## src/design/ial_pkg.sv

```systemverilog
// shared types and constants for the indexed array list
// operation and status codes, cell control and the probe token
// no dependencies
package ial_pkg;

	localparam int DATA_W = 32;
	localparam int POS_W  = 7;

	localparam logic [POS_W-1:0] FOUND_NONE = '1;

	typedef enum logic [2:0] {
		MODE_PUSH_BACK  = 3'd0,
		MODE_PUSH_FRONT = 3'd1,
		MODE_INSERT     = 3'd2,
		MODE_POP_BACK   = 3'd3,
		MODE_POP_FRONT  = 3'd4,
		MODE_REMOVE     = 3'd5,
		MODE_FIND       = 3'd6,
		MODE_GET        = 3'd7
	} mode_t;

	typedef enum logic [1:0] {
		ST_OK        = 2'd0,
		ST_BAD_INDEX = 2'd1,
		ST_EMPTY     = 2'd2,
		ST_FULL      = 2'd3
	} status_t;

	typedef enum logic {
		FSM_IDLE = 1'b0,
		FSM_SCAN = 1'b1
	} fsm_t;

	// per-cell update: load a new value or take the lower or upper neighbour
	typedef struct packed {
		logic load_new;
		logic take_lower;
		logic take_upper;
	} cell_ctl_t;

	// probe token walking the chain
	typedef struct packed {
		logic              live;
		logic              hit;
		logic [POS_W-1:0]  where;
		logic [DATA_W-1:0] value;
	} tok_t;

endpackage

```

## src/design/ial_cell.sv

```systemverilog
// one list cell: holds a single element and one stage of the probe chain
// depends on ial_pkg
module ial_cell (
	input  logic                          clk,
	input  logic                          arst_n,
	input  ial_pkg::cell_ctl_t            ctl,
	input  logic [ial_pkg::DATA_W-1:0]    new_value,
	input  logic [ial_pkg::DATA_W-1:0]    lower_value,
	input  logic [ial_pkg::DATA_W-1:0]    upper_value,
	input  logic [ial_pkg::DATA_W-1:0]    key,
	input  logic                          find_en,
	input  logic                          sel_pos,
	input  logic [ial_pkg::POS_W-1:0]     where,
	input  ial_pkg::tok_t                 tok_in,
	output ial_pkg::tok_t                 tok_out,
	output logic [ial_pkg::DATA_W-1:0]    value
);
	import ial_pkg::*;

	logic [DATA_W-1:0] elem_q;
	logic              live_q;
	logic              hit_q;
	logic [POS_W-1:0]  where_q;
	logic [DATA_W-1:0] value_q;
	logic              hit_here;

	always_ff @(posedge clk) begin
		if (ctl.load_new) begin
			elem_q <= new_value;
		end else if (ctl.take_lower) begin
			elem_q <= lower_value;
		end else if (ctl.take_upper) begin
			elem_q <= upper_value;
		end
	end

	// first cell to claim the token stamps its value and index
	assign hit_here = tok_in.live && !tok_in.hit && (sel_pos || (find_en && elem_q == key));

	always_ff @(posedge clk or negedge arst_n) begin
		if (!arst_n) begin
			live_q <= 1'b0;
		end else begin
			live_q <= tok_in.live;
		end
	end

	always_ff @(posedge clk) begin
		hit_q <= tok_in.hit || hit_here;
		if (hit_here) begin
			where_q <= where;
			value_q <= elem_q;
		end else begin
			where_q <= tok_in.where;
			value_q <= tok_in.value;
		end
	end

	always_comb begin
		tok_out.live  = live_q;
		tok_out.hit   = hit_q;
		tok_out.where = where_q;
		tok_out.value = value_q;
	end

	assign value = elem_q;

endmodule

```

## config.mk

```make
export PLATFORM = sky130hd
export DESIGN_NAME = ial_cell
export DESIGN_NICKNAME = d
export VERILOG_FILES = /design/src/design/ial_pkg.sv /design/src/design/ial_cell.sv
export SDC_FILE = /design/constraint.sdc
export NUM_CORES = 1
export LEC_CHECK = 0
export BUFFER_PORTS_ARGS = -buffer_cell sky130_fd_sc_hd__clkbuf_2
export CORE_AREA = 2 2 98 100
export DETAILED_ROUTE_END_ITERATION = 6
export DIE_AREA = 0 0 100 102
export PLACE_DENSITY = 0.82
export SLEW_MARGIN = 20
export SYNTH_ARGS = -nofsm -noshare
export SYNTH_HDL_FRONTEND = slang
export SYNTH_SLANG_ARGS = --single-unit
```

## constraint.sdc

```tcl
create_clock -name clk -period 2.99 [get_ports clk]
set_input_delay 0.4485 -clock clk [delete_from_list [all_inputs] [get_ports clk]]
set_output_delay 0.4485 -clock clk [all_outputs]
set_load 0.005 [all_outputs]
```

Word-level counts from Yosys, hierarchy flattened
Cells that the tools add are included.

word-level totals
  output and inout port bits = 73
  word-level logic and storage cells = 18
  input port bits = 183
  flip-flop bits (word level) = 73

operators by class
  equality and inequality tests = 1
  reductions and logical operators = 7
  multiplexer cells = 5

operator list
  operator            number
  32-bit two-way mux  4
  32-bit == test      1
  7-bit two-way mux   1
  1-bit logical AND   3
  3-bit nonzero test  1
  1-bit logical OR    2
  1-bit zero test     1

Depth between registers and ports, before layout
  word-level depth = 5
  depth in mapped cells = 8
  mapped depth without buffers = 6

Worst setup path after synthesis
OpenSTA, ideal clock, no wires.

  kind = input to register
  start point = input port key[9] (netlist bit)
  end point = register value_q[30]
  data arrival time = 2.304 ns
  path buffers = 2
  setup time = 0.123 ns
  path slack = 0.562 ns
  stages = 8
  data required time = 2.867 ns
  path through = nor2b_1 a2111o_1 nor4_1 nand4_1 o41ai_2 buf_6 buf_8 mux2_1

between the ends
  cells in the longest elaborated chain, start to end = 5

ends and longest elaborated chain
  element               RTL line        text
  from (decl)           ial_cell.sv:10  input logic [ial_pkg::DATA_W-1:0] key,
  32-bit == test        ial_cell.sv:38  assign hit_here = tok_in.live && !tok_in.hit && (sel_pos || (find_en && elem_q == key));
  1-bit logical AND     ial_cell.sv:38
  1-bit logical OR      ial_cell.sv:38
  1-bit logical AND     ial_cell.sv:38
  32-bit two-way mux    ial_cell.sv:50  if (hit_here) begin
  to (signal assigned)  ial_cell.sv:52  value_q <= elem_q;
  to (signal assigned)  ial_cell.sv:55  value_q <= tok_in.value;
  to (decl)             ial_cell.sv:24  logic [DATA_W-1:0] value_q;

Every way passes these cells.
A chain may end at the register's enable or synchronous reset.

Final worst setup path
  start point = register elem_q[19], in the netlist value[19]
  end point = register value_q[26]

between the ends
  cells in the longest elaborated chain, start to end = 5

ends and longest elaborated chain
  element                 RTL line        text
  from (decl)             ial_cell.sv:20  logic [DATA_W-1:0] elem_q;
  from (signal assigned)  ial_cell.sv:29  elem_q <= new_value;
  from (signal assigned)  ial_cell.sv:31  elem_q <= lower_value;
  from (signal assigned)  ial_cell.sv:33  elem_q <= upper_value;
  32-bit == test          ial_cell.sv:38
  1-bit logical AND       ial_cell.sv:38
  1-bit logical OR        ial_cell.sv:38
  1-bit logical AND       ial_cell.sv:38
  32-bit two-way mux      ial_cell.sv:50

Every way passes these cells.

==> results.json <==
{
  "status": "finished, final reports clean",
  "syn-num-nets": 470,
  "yosys-top-cells-area": "edfxtp_1 29%, dfxtp_1 24%, mux2_2 9.7%, mux2i_1 9.5%, o21ai_0 4.8%",
  "start_kind": "register",
  "post-route-period-util": 0.870,
  "multi_input_area_um2": 1470,
  "yosysTopAreaCell": "edfxtp_1",
  "rsz0062_at_grt": "no",
  "layout_common_cells": "255 x clkbuf_2, 40 x dfxtp_1",
  "via_per_inst": 4.67,
  "syn_inst": 287,
  "ctsResizeCount": 0,
  "critPathKind": "register to register",
  "cts_setup_buffers": 0,
  "hold_start": "tok_in[40]",
  "fillers": 834,
  "ir_drop_v": 0.000229,
  "power.leakage_uw": 0.00254,
  "drtAntennaViolNets": 0,
  "worst_slew_pin_slew_ns": 0.558,
  "synth_cell_types": 32,
  "drc": 0,
  "setup_tns_ns": 0,
  "critPathCaptureType": "register",
  "grt_util_all_layers": 0.191,
  "timing.fmax_mhz": 384,
  "dr.pass1.iters": 4,
  "syn_area_per_cell_um2": 11.7,
  "numClockSinks": 73,
  "cp_slowest_cell": "edfxtp_1",
  "num_rows": 35,
  "grt-ovfl-total": 0,
  "hold_end": "live_q$_DFF_PN0_",
  "cts_buffer_depth": 2,
  "slew_headroom": 0.628,
  "wire_per_inst_um": 15.3,
  "die_w_um": 100,
  "place.gp.congestion": 0.804,
  "io_pins": 256,
  "numPortBuffers": 255,
  "dieArea_um2": 10200,
  "synth.top_cell.area_share": 0.285,
  "routed_wl_mm": 10.1,
  "drv_cap": 0,
  "vias": 3084,
  "syn_area_um2": 3370,
  "die_h_um": 102,
  "cts_buffers": 9,
  "reg2reg_setup_slack_ns": 0.39,
  "clkLatencyLatePin_ns": 0.34,
  "synthToLayoutAreaGrowth_pct": 48.4,
  "grt_pass1_vias": 3124,
  "holdWs_ns": 0.290,
  "register_area_um2": 1790,
  "final-hold-violation-count": 0,
  "worstPathMaxFanout": 36,
  "yosys_register_bits": 73,
  "cts_root_buffer": "clkbuf_8",
  "cts_tree": "done",
  "finalCriticalPeriod_ns": 2.60,
  "clk_pin_slew_ns": 0.08,
  "whs_path_depth": 1,
  "r2r-end": "value_q[26]$_DFF_P_",
  "max_stage_delay_ns": 0.43,
  "grt_pass1_wl_mm": 14.9,
  "powerDensity_nw_per_um2": 493,
  "r2r_cells": 7,
  "slew_viol_final": 0,
  "antenna_found_initial": 0,
  "grt_max_degree": 37,
  "core_um2": 9110,
  "setup_viol_count_final": 0,
  "fin_worst_skew_ns": 0.00904,
  "yosysWarnings": 0,
  "crit_required_ns": 3.22,
  "drive_gt1_frac": 0.561,
  "hpwl_mm": 8.32,
  "n_antenna_cell": 0,
  "cp.arrival_ns": 2.83,
  "htreeDepth": 3,
  "yosysSeqAreaShare": 0.530,
  "rr_startpoint": "value[19]$_DFFE_PP_",
  "start_util": 0.370,
  "nNetsFinal": 727,
  "drtIter0Drc": 38,
  "holdCritPathClass": "primary input to register",
  "cp_cell_sequence": "nor2b_1 -> a2111o_1 -> nor4_1 -> nand4_1 -> o41ai_4 -> buf_12 -> mux2_2",
  "layout_commonest_cell": "clkbuf_2"
}
-- cell families (layout without fill, tap and decap cells) --
family          count (synthesis)  in the layout  synth area share
xor+xnor                       22             22            0.0572
simple gates                   55             55            0.0769
compound gates                 41             41            0.0721
flops                          73             73             0.530
buf+inv                        25            287            0.0379
mux                            71             71             0.225
-- power breakdown --
group          total [µW]  internal (µW)  switching (µW)
clock network         802            411             391
logic                 447            256             190
registers            1220           1150            69.8
-- flip-flops by register name, summed over array words and instances (netlist names) --
register,flops
where_q,7
hit_q,1
value,32
value_q,32
live_q,1
-- routing by layer --
| layer | vias up | GRT usage | share of wire |
|---|---|---|---|
| li1 | 1533 | - | - |
| met1 | 1394 | 0.222 | 0.40 |
| met2 | 151 | 0.353 | 0.53 |
| met3 | 6 | 0.0479 | 0.066 |
| met4 | 0 | 0.0495 | 0.0079 |
| met5 | - | 0 | 0 |
-- Yosys cell counts, drive strengths merged --
master and instances:
o21ai 32, nand3 2, xor2 13, nor2b 3, nor3 1, nand2b 7
mux2 39, xnor2 9, inv 8, or3 1, nor4 4, clkbuf 8
buf 9, a222oi 1, dfrtp 1, o22ai 2, nand3b 1, o21bai 1
dfxtp 40, edfxtp 32, nand4 3, nand2 32, o41ai 1, mux2i 32
a2111o 1, a21o 1, o2111ai 2, nor2 1
-- timing repair --
action | in CTS | in global routing
endpoints found under the setup margin | 0 | 0
hold buffers | 1 | 0
hold endpoints to repair | 1 | 0
-- area by class of cell --
| cell class | instances | area share |
|---|---|---|
| multi-input combinational | 189 | 0.293 |
| tap | 111 | 0.0278 |
| clock buffer | 11 | 0.0348 |
| inverter | 8 | 0.00601 |
| clock inverter | 5 | 0.00776 |
| timing repair buffer | 263 | 0.273 |
| sequential | 73 | 0.358 |
-- metrics by stage --
step / area (µm²) / utilization / total power, µW / std cells / worst slack (ns)
final: 5000 / 0.549 / 2460 / 660 / 0.389
after floorplan: 3370 / - / 1410 / 287 / 0.562
after detailed placement: 4770 / 0.524 / 1690 / 643 / 0.221
after CTS: 5000 / 0.549 / 2500 / 660 / 0.336
after global routing: 5000 / 0.549 / 2600 / 660 / 0.230
after global placement: 4770 / 0.524 / 1670 / 643 / 0.307
-- worst max-delay path: cells and delay by family, from the launching register on --
| family | cells | cell delay [ns] |
|---|---|---|
| AOI/OAI and AO/OA | 2 | 0.74 |
| and+or+nand+nor | 3 | 0.67 |
| DFF | 1 | 0.43 |
| muxes | 1 | 0.36 |
| buffers and inverters | 1 | 0.28 |
-- worst max-delay path by stage --
stage | start | endpoint | cells after the start
2_1_floorplan | key[9] | value_q[30]$_DFF_P_ | 8
4_1_cts | value[19]$_DFFE_PP_ | value_q[26]$_DFF_P_ | 7
5_1_grt | value[19]$_DFFE_PP_ | value_q[31]$_DFF_P_ | 7
6_report | value[19]$_DFFE_PP_ | value_q[26]$_DFF_P_ | 7
3_3_place_gp | key[22] | value_q[26]$_DFF_P_ | 8
3_5_place_dp | key[9] | value_q[3]$_DFF_P_ | 8
(Power assumes the default switching activity.)
